===== src/sv/jis_pkg.sv =====
// Package for the joint impedance step block: codes, register layout,
// command and configuration types, and shared fixed-point constants.
// Depends on nothing; every other file imports it.
package jis_pkg;

    // Operand and product widths of the shared signed multiplier.
    localparam int OPW   = 33;
    localparam int PRODW = 2 * OPW;

    // Q16.16 and Q1.16 constants.
    localparam logic [16:0]        Q_ONE    = 17'd65536;
    localparam logic signed [31:0] PCT_FULL = 32'sd6553600;
    localparam logic [22:0]        PCT_HALF = 23'd50;
    localparam logic [6:0]         PCT_DIV  = 7'd100;
    // floor(2^30 / 100): reciprocal for the percent conversion.
    localparam logic signed [OPW-1:0] RECIP_100 = 33'sd10737418;
    localparam int RECIP_SHIFT = 30;

    // Register reset values.
    localparam logic [30:0] RST_INV_INERTIA = 31'd65536;
    localparam logic [30:0] RST_DAMPING     = 31'd655360;
    localparam logic [30:0] RST_STIFF_MIN   = 31'd0;
    localparam logic [30:0] RST_STIFF_MAX   = 31'd0;
    localparam logic [30:0] RST_DEADBAND    = 31'd0;
    localparam logic [16:0] RST_FILTER      = 17'd64881;
    localparam logic [31:0] RST_TIME_STEP   = 32'd4294967;

    typedef enum logic [1:0] {
        OP_TICK    = 2'd0,
        OP_REC     = 2'd1,
        OP_RESTART = 2'd2
    } op_t;

    typedef enum logic [2:0] {
        REG_INV_INERTIA = 3'd0,
        REG_DAMPING     = 3'd1,
        REG_STIFF_MIN   = 3'd2,
        REG_STIFF_MAX   = 3'd3,
        REG_DEADBAND    = 3'd4,
        REG_FILTER      = 3'd5,
        REG_TIME_STEP   = 3'd6
    } reg_idx_t;

    // Multiplier operand selection.
    typedef enum logic [3:0] {
        MUL_NONE   = 4'd0,
        MUL_FILT   = 4'd1,
        MUL_DAMP   = 4'd2,
        MUL_INTERP = 4'd3,
        MUL_VDT    = 4'd4,
        MUL_KERR   = 4'd5,
        MUL_INERT  = 4'd6,
        MUL_ADT    = 4'd7,
        MUL_DVDT   = 4'd8,
        MUL_REC    = 4'd9
    } mul_sel_t;

    // Which datapath registers take an update this cycle.
    typedef enum logic [3:0] {
        UPD_NONE  = 4'd0,
        UPD_LOAD  = 4'd1,
        UPD_PREP  = 4'd2,
        UPD_FILT  = 4'd3,
        UPD_DAMP  = 4'd4,
        UPD_STIFF = 4'd5,
        UPD_VDT   = 4'd6,
        UPD_FORCE = 4'd7,
        UPD_ACC   = 4'd8,
        UPD_DV    = 4'd9,
        UPD_STATE = 4'd10,
        UPD_REC   = 4'd11
    } upd_sel_t;

    typedef struct packed {
        mul_sel_t mul_sel;
        upd_sel_t upd_sel;
    } cmd_t;

    typedef struct packed {
        logic [30:0] inv_inertia;
        logic [30:0] damping;
        logic [30:0] stiff_min;
        logic [30:0] stiff_max;
        logic [30:0] deadband;
        logic [16:0] filter;
        logic [31:0] time_step;
    } cfg_t;

    typedef struct packed {
        logic signed [31:0] target_position;
        logic signed [31:0] target_velocity;
        logic signed [31:0] external_torque;
        logic signed [31:0] recommendation;
    } in_item_t;

endpackage


===== src/sv/jis_ctrl.sv =====
// Controller of the joint impedance step: one-hot sequencer that walks each
// item through the shared multiplier schedule and owns the configured flag.
// Depends on jis_pkg.
module jis_ctrl
    import jis_pkg::*;
(
    input  logic aclk,
    input  logic aresetn,
    input  logic start,      // an input beat is taken this cycle
    input  op_t  op,
    input  logic out_free,   // output register can take a result
    output logic in_ready,
    output logic out_load,
    output cmd_t cmd
);

    typedef enum logic [16:0] {
        ST_IDLE   = 17'h00001,
        ST_LOAD   = 17'h00002,
        ST_REC1   = 17'h00004,
        ST_REC2   = 17'h00008,
        ST_PREP   = 17'h00010,
        ST_FILT   = 17'h00020,
        ST_INTERP = 17'h00040,
        ST_STIFF  = 17'h00080,
        ST_KERR   = 17'h00100,
        ST_FORCE  = 17'h00200,
        ST_INERT  = 17'h00400,
        ST_ACC    = 17'h00800,
        ST_ADT    = 17'h01000,
        ST_DV     = 17'h02000,
        ST_DVDT   = 17'h04000,
        ST_STATE  = 17'h08000,
        ST_OUT    = 17'h10000
    } state_t;

    state_t state_reg, state_next;
    logic   configured_reg, configured_next;

    always_comb begin
        state_next      = state_reg;
        configured_next = configured_reg;
        cmd.mul_sel     = MUL_NONE;
        cmd.upd_sel     = UPD_NONE;
        out_load        = 1'b0;
        in_ready        = 1'b0;
        unique case (state_reg)
            ST_IDLE: begin
                in_ready = 1'b1;
                if (start) begin
                    unique case (op)
                        OP_TICK:    state_next = configured_reg ? ST_PREP : ST_LOAD;
                        OP_REC:     state_next = ST_REC1;
                        OP_RESTART: configured_next = 1'b0;
                        default:    state_next = ST_IDLE;
                    endcase
                end
            end
            ST_LOAD: begin
                cmd.upd_sel     = UPD_LOAD;
                configured_next = 1'b1;
                state_next      = ST_IDLE;
            end
            ST_REC1: begin
                cmd.mul_sel = MUL_REC;
                state_next  = ST_REC2;
            end
            ST_REC2: begin
                cmd.upd_sel = UPD_REC;
                state_next  = ST_IDLE;
            end
            ST_PREP: begin
                cmd.mul_sel = MUL_FILT;
                cmd.upd_sel = UPD_PREP;
                state_next  = ST_FILT;
            end
            ST_FILT: begin
                cmd.mul_sel = MUL_DAMP;
                cmd.upd_sel = UPD_FILT;
                state_next  = ST_INTERP;
            end
            ST_INTERP: begin
                cmd.mul_sel = MUL_INTERP;
                cmd.upd_sel = UPD_DAMP;
                state_next  = ST_STIFF;
            end
            ST_STIFF: begin
                cmd.mul_sel = MUL_VDT;
                cmd.upd_sel = UPD_STIFF;
                state_next  = ST_KERR;
            end
            ST_KERR: begin
                cmd.mul_sel = MUL_KERR;
                cmd.upd_sel = UPD_VDT;
                state_next  = ST_FORCE;
            end
            ST_FORCE: begin
                cmd.upd_sel = UPD_FORCE;
                state_next  = ST_INERT;
            end
            ST_INERT: begin
                cmd.mul_sel = MUL_INERT;
                state_next  = ST_ACC;
            end
            ST_ACC: begin
                cmd.upd_sel = UPD_ACC;
                state_next  = ST_ADT;
            end
            ST_ADT: begin
                cmd.mul_sel = MUL_ADT;
                state_next  = ST_DV;
            end
            ST_DV: begin
                cmd.upd_sel = UPD_DV;
                state_next  = ST_DVDT;
            end
            ST_DVDT: begin
                cmd.mul_sel = MUL_DVDT;
                state_next  = ST_STATE;
            end
            ST_STATE: begin
                cmd.upd_sel = UPD_STATE;
                state_next  = ST_OUT;
            end
            ST_OUT: begin
                if (out_free) begin
                    out_load   = 1'b1;
                    state_next = ST_IDLE;
                end
            end
            default: state_next = ST_IDLE;
        endcase
    end

    always_ff @(posedge aclk) begin
        if (!aresetn) begin
            state_reg      <= ST_IDLE;
            configured_reg <= 1'b0;
        end else begin
            state_reg      <= state_next;
            configured_reg <= configured_next;
        end
    end

endmodule


===== config.mk =====
export PLATFORM = sky130hd
export DESIGN_NAME = jis_ctrl
export DESIGN_NICKNAME = d
export VERILOG_FILES = /design/src/sv/jis_pkg.sv /design/src/sv/jis_ctrl.sv
export SDC_FILE = /design/constraint.sdc
export NUM_CORES = 1
export LEC_CHECK = 0
export ABC_AREA = 1
export BUFFER_PORTS_ARGS = -buffer_cell sky130_fd_sc_hd__buf_2
export CORE_AREA = 2 2 59 61
export DETAILED_ROUTE_END_ITERATION = 7
export DIE_AREA = 0 0 61 63
export HOLD_SLACK_MARGIN = 0.15
export PLACE_DENSITY = 0.6
export SYNTH_ARGS = -nofsm -noshare
export SYNTH_HDL_FRONTEND = slang
export SYNTH_SLANG_ARGS = --single-unit

===== constraint.sdc =====
create_clock -name aclk -period 1.9 [get_ports aclk]
set_clock_uncertainty 0.15 [all_clocks]
set_input_delay 0.19 -clock aclk [delete_from_list [all_inputs] [get_ports aclk]]
set_output_delay 0.19 -clock aclk [all_outputs]
set_load 0.1 [all_outputs]

==> reports/results.tsv, run 1 <==
metric	value	unit
CTS buffer count	3	
area of the core	3232	um^2
fmax	477.4	MHz
number of global-route vias before repair	1381	
placement row count	21	
crit path max fanout	5	
die height	63	um
final core occ	66.40	%
Reg clk slew, reported paths	0.11	ns
crit start category	flip-flop	
Synth cell types	26	
area leader, netlist	dfxtp_1	
M1 GR Usage	25.41	%
H-tree depth	1	
critical path capture point type	output port	
Ports	16	
top-count cell post-synth	nor2_1	
EDFF count, synth	0	
Synth top cells by count	nor2_1, inv_1, nand2_1, nand3_1, dfxtp_1	
RSZ-0062 raised after global routing	yes	
CP Cell Sequence	nor2_4, nand2_4, nor2_4, nand3_2, nand3_1, nand3b_1, buf_12	
Fin Hold WS	0.3023	ns
antenna-violating nets left	0	
GRT met3 Usage	4.555	%
CP Class	reg -> out	
largest net degree at the start of global routing	17	
Slew @ Worst Pin	0.3477	ns
Layout Nets	235	
final period utilization	110.2	%
cell count after synthesis	165	
DP HPWL	2433	um
TritonCTS Sinks	18	
global route hottest layer	met2	
initial antenna violation count	0	
initial detailed-routing violation count	83	
sequential area share after synthesis	29.03	%
synth top area cells	dfxtp_1, nor3_2, nand3_1	
share of cells above drive strength 1	64.32	%
WP data arrival	1.75	ns
global route overflow	0	
setup TNS	-1.487	ns
Post-Syn Nets	171	
failing checks	setup timing	
synthesized area	1241	um^2
Root Driver	clkbuf_4	
placed cells	227	
met2 Usage GRT	38.84	%
drt drc	0	
CTS tree	yes	
Post-synth ARST share	0	%
CTS max path bufs	2	
post-synth top area share	29.03	%
Max VDD drop	0.0009384	V
PnR worst setup slack	-0.1947	ns
worst skew pair latency	0.31	ns
power per cell area	721.6	nW/um^2
Tmin final	2.095	ns
delay of the slowest critical-path stage	0.36	ns
GPL Wtd Cong	0.8644	
syn avg cell area	7.522	um^2
via density per instance	5.092	
WL/cell	15.97	um
IO Port Bufs	15	
ANT cells	0	
Pleak	0.9505	nW
GRT Resource Usage Total	21.82	%
fillers	262	
Max Cap Viol	0	
Critical Path Most Common Cell	nor2_4	
Seq cells post-synth	18	
Worst path slowest cell	dfxtp_2	
slew margin rel.	76.73	%
final WL	4361	um
area delta synth->final	72.88	%
first-pass GRT wire length	6430	um
worst min path class	in -> reg	
Post-Place Setup Slack	0.07612	ns
fin. max-slew vios	0	
Die W	61	um
Req. time, crit path	1.56	ns
1st-pass router iterations	6	
Final Hold Vio Count	0	
ys flop type	dfxtp_1	
max reg flops	17	
Post-Layout Cell Count	273	
final setup vio count	11	
status	finished, violations left	
full die area	3843	um^2
via count	1390	
Ys Warns	0	
initial core utilization	38.40	%
==> final timing paths <==
kind         slack (ns)                        end  depth (start not counted)                   startpoint
min                0.30  state_reg[2]$_SDFFE_PN0P_                          5                     out_free
max               -0.19                     cmd[4]                          7   state_reg[12]$_SDFFE_PN0P_
max reg2reg       -0.02  state_reg[0]$_SDFFE_PN1P_                         12   state_reg[12]$_SDFFE_PN0P_
min reg2reg        0.33  state_reg[1]$_SDFFE_PN0P_                          1  configured_reg$_SDFFE_PN0P_
==> logic make-up (layout without fill, tap and decap cells) <==
| group | count (synthesis) | count (layout) | synth area share [%] |
|---|---|---|---|
| buf+inv | 29 | 90 | 10.79 |
| simple gates | 113 | 114 | 57.76 |
| flops | 18 | 18 | 29.03 |
| compound gates | 5 | 5 | 2.419 |
==> routing by layer <==
metal  up-vias  share of wire (%)  wire [um]
met1       670                 39       1703
met3        12                3.5        151
met5         -                  0          0
met2        35                 55       2393
li1        673                  -          -
met4         0                2.6        113
==> layout make-up <==
| type | instances | area [um^2] | share of cell area [%] |
|---|---|---|---|
| multi-input cells | 119 | 963.4 | 44.90 |
| repair buffers | 61 | 606.8 | 28.28 |
| flip-flops and latches | 18 | 387.9 | 18.08 |
| inverters | 26 | 107.6 | 5.015 |
| well taps | 46 | 57.56 | 2.682 |
| clock buffers | 3 | 22.52 | 1.050 |
==> metrics by stage <==
stage,instance area [um^2],power (mW)
after CTS,1928,1.348
after floorplan,1276,0.8850
after detailed placement,1555,1.023
final,2146,1.549
after global routing,2146,1.603
after global placement,1555,1.009
==> report_power, final <==
group          total (mW)  leakage, nW  internal, mW  switching (mW)
Combinational       0.922        0.783         0.370           0.552
Sequential          0.421        0.154         0.398          0.0230
Clock               0.206       0.0138        0.0741           0.131
Total                1.55        0.950         0.842           0.706
==> layout by cell type, fill, tap and decap left out, types with 6 or more instances in the layout <==
| master | count |
|---|---|
| nor2_1 | 15 |
| nand2_1 | 12 |
| buf_4 | 35 |
| nor3_2 | 11 |
| nand3_2 | 9 |
| inv_1 | 19 |
| nand3_1 | 7 |
| nor2_4 | 15 |
| buf_12 | 10 |
| nor3_1 | 6 |
| dfxtp_2 | 13 |
| nand4_1 | 9 |
| nand2_4 | 8 |
| buf_6 | 7 |
| nand2_2 | 7 |
==> repair_timing <==
| item | CTS | global route |
|---|---|---|
| hold buffers | 4 | 0 |
| pin swaps | 16 | 25 |
| buffers inserted | 19 | 22 |
| endpoints found under the setup margin | 9 | 26 |
| hold endpoints to repair | 6 | 0 |
| gates resized for setup | 42 | 23 |
| cloned | 1 | 0 |
==> worst max-delay path, delay by kind of cell, from the launching register on <==
family	cells	cell delay [ns]
DFF	1	0.36
and+or+nand+nor	6	0.90
buffers and inverters	1	0.19
(Power assumes the default switching activity.)
==> inputs of run 2 (changes only) <==
PLACE_DENSITY = default   (was 0.6)
PLACE_DENSITY_LB_ADDON = 0.1   (was default)
clock period = 1.7 ns   (was 1.9 ns; I/O delays follow)
==> run 2 against run 1 <==
  * The run still ends with setup timing left
  * First-iteration DRC count decreased by 34%
  * Critical endpoint is now cmd[0]
  * Largest power group unchanged
  * Sequential share of layout area decreased by 0.81 points
  * Via count increased by 5.9%
  * Count of clock-buffer cells in the layout unchanged
  * Clock power increased by 8%
==> reports/results.tsv, run 2 (synthesis results as in run 1) <==
metric	value	unit
RSZ-0062 raised after global routing	yes	
Critical Path Most Common Cell	nor2_4	
Max Cap Viol	0	
failing checks	setup timing	
CTS max path bufs	2	
WP data arrival	1.77	ns
Layout Nets	239	
IO Port Bufs	15	
dpl cell area	1742	um^2
CP Class	reg -> out	
share of cells above drive strength 1	61.47	%
number of global-route vias before repair	1371	
net switching power	901.2	uW
antenna-violating nets left	0	
Final Hold Vio Count	0	
CTS tree	yes	
register share of total power	22.9	%
GPL Wtd Cong	0.9056	
initial core utilization	38.40	%
drt drc	0	
final setup vio count	28	
slew margin rel.	80.00	%
area delta synth->final	79.23	%
ANT cells	0	
Tmin final	2.093	ns
full die area	3843	um^2
Pleak	0.9780	nW
clock network power share	10.7	%
via count	1472	
fin. max-slew vios	0	
via density per instance	5.314	
placed cells	247	
Root Driver	clkbuf_4	
Slew @ Worst Pin	0.2997	ns
first-pass GRT wire length	6582	um
Die W	61	um
initial detailed-routing violation count	55	
max reg flops	17	
H-tree depth	1	
power per cell area	929.7	nW/um^2
DP HPWL	2587	um
family with the most delay on the worst path	simple AND/OR/NAND/NOR gates	
final core occ	68.83	%
Sw Ratio	43.57	%
die height	63	um
1st-pass router iterations	4	
global route overflow	0	
crit start category	flip-flop	
final WL	4515	um
CTS buffer count	3	
cell area after layout	2225	um^2
Max VDD drop	0.0006962	V
status	finished, violations left	
TritonCTS Sinks	18	
fmax	477.9	MHz
Req. time, crit path	1.38	ns
placement row count	21	
crit path max fanout	3	
delay of the slowest critical-path stage	0.38	ns
Logic pwr share	66.4	%
initial antenna violation count	0	
total power	2.068	mW
setup TNS	-7.498	ns
commonest non-fill, non-tap cell in the layout	buf_4	
largest net degree at the start of global routing	11	
Post-Layout Cell Count	277	
PnR worst setup slack	-0.3926	ns
worst min path class	reg -> reg	
Buf/Inv on CP	1	
area of the core	3232	um^2
GRT Resource Usage Total	22.55	%
critical path capture point type	output port	
Worst path slowest cell	dfxtp_1	
worst skew pair latency	0.29	ns
Ports	16	
CP Cell Sequence	nor2_4, nand2_4, nor2_4, nand3_4, nand4_1, nand3b_1, buf_12	
final period utilization	123.1	%
WL/cell	16.30	um
most frequent cells in the layout	buf_4, inv_1, nor2_1	
Reg clk slew, reported paths	0.11	ns
P_int	1.167	mW
-- run 2: cell types whose count changed in the layout (fill, tap and decap cells not counted), moves of 2 or more --
cell	change
nand2_1	+2
inv_4	-4
nand2_4	-2
buf_12	+3
inv_1	+2
-- run 2: what timing repair did --
item	4_1_cts	5_1_grt
setup buffers	12	10
hold endpoints to repair	6	0
pin swaps	16	15
hold buffers	4	0
gates resized for setup	33	18
cloned	2	0
endpoints found under the setup margin	23	28
-- run 2: path summary, 6_finish.rpt --
kind	slack, ns	startpoint	endpoint	depth (start not counted)
worst max-delay path	-0.39	state_reg[1]$_SDFFE_PN0P_	cmd[0]	7
worst min register to register	0.36	configured_reg$_SDFFE_PN0P_	state_reg[1]$_SDFFE_PN0P_	1
worst max register to register	-0.25	state_reg[3]$_SDFFE_PN0P_	state_reg[8]$_SDFFE_PN0P_	11
worst min-delay path	0.36	configured_reg$_SDFFE_PN0P_	state_reg[1]$_SDFFE_PN0P_	1
-- run 2: cell type report --
type / instances / area, um^2
Sequential cell: 18 / 384.1
Clock buffer: 3 / 22.52
Fill cell: 236 / 1007
Inverter: 26 / 107.6
Multi-Input combinational cell: 119 / 958.4
Timing Repair Buffer: 65 / 694.4
Tap cell: 46 / 57.56
-- run 2: power groups by stage --
stage | clock [mW] | combinational [mW] | sequential (mW)
6_report | 0.222 | 1.37 | 0.473
5_1_grt | 0.258 | 1.43 | 0.473
4_1_cts | 0.231 | 1.14 | 0.465
3_5_place_dp | 0 | 0.824 | 0.470
3_3_place_gp | 0 | 0.805 | 0.469
2_1_floorplan | 0 | 0.543 | 0.474
-- run 2: metrics by stage --
| stage | setup WS [ns] | hold slack [ns] |
|---|---|---|
| 5_1_grt | -0.4926 | 0.3800 |
| 4_1_cts | -0.3220 | 0.3229 |
| 3_3_place_gp | -0.05327 | 0.2811 |
| 3_5_place_dp | -0.07069 | 0.2832 |
| 6_report | -0.3926 | 0.3586 |
| 2_1_floorplan | -0.3589 | 0.1418 |
-- run 2: worst reg2reg max path, cell delays in order, from the launching register on --
cell,delay [ns]
dfxtp_4,0.37
nor2_4,0.14
buf_4,0.14
buf_6,0.09
nand4_4,0.08
nor2_4,0.21
buf_6,0.13
nand4_4,0.11
nand3_4,0.13
buf_12,0.13
buf_12,0.11
nor3_1,0.04
-- run 2: layer usage --
layer	routed length [um]	track usage, %	vias to the layer above
met3	211	3.520	19
met4	174	6.250	0
met5	0	0	-
met1	1841	30.23	713
li1	-	-	684
met2	2286	36.69	56
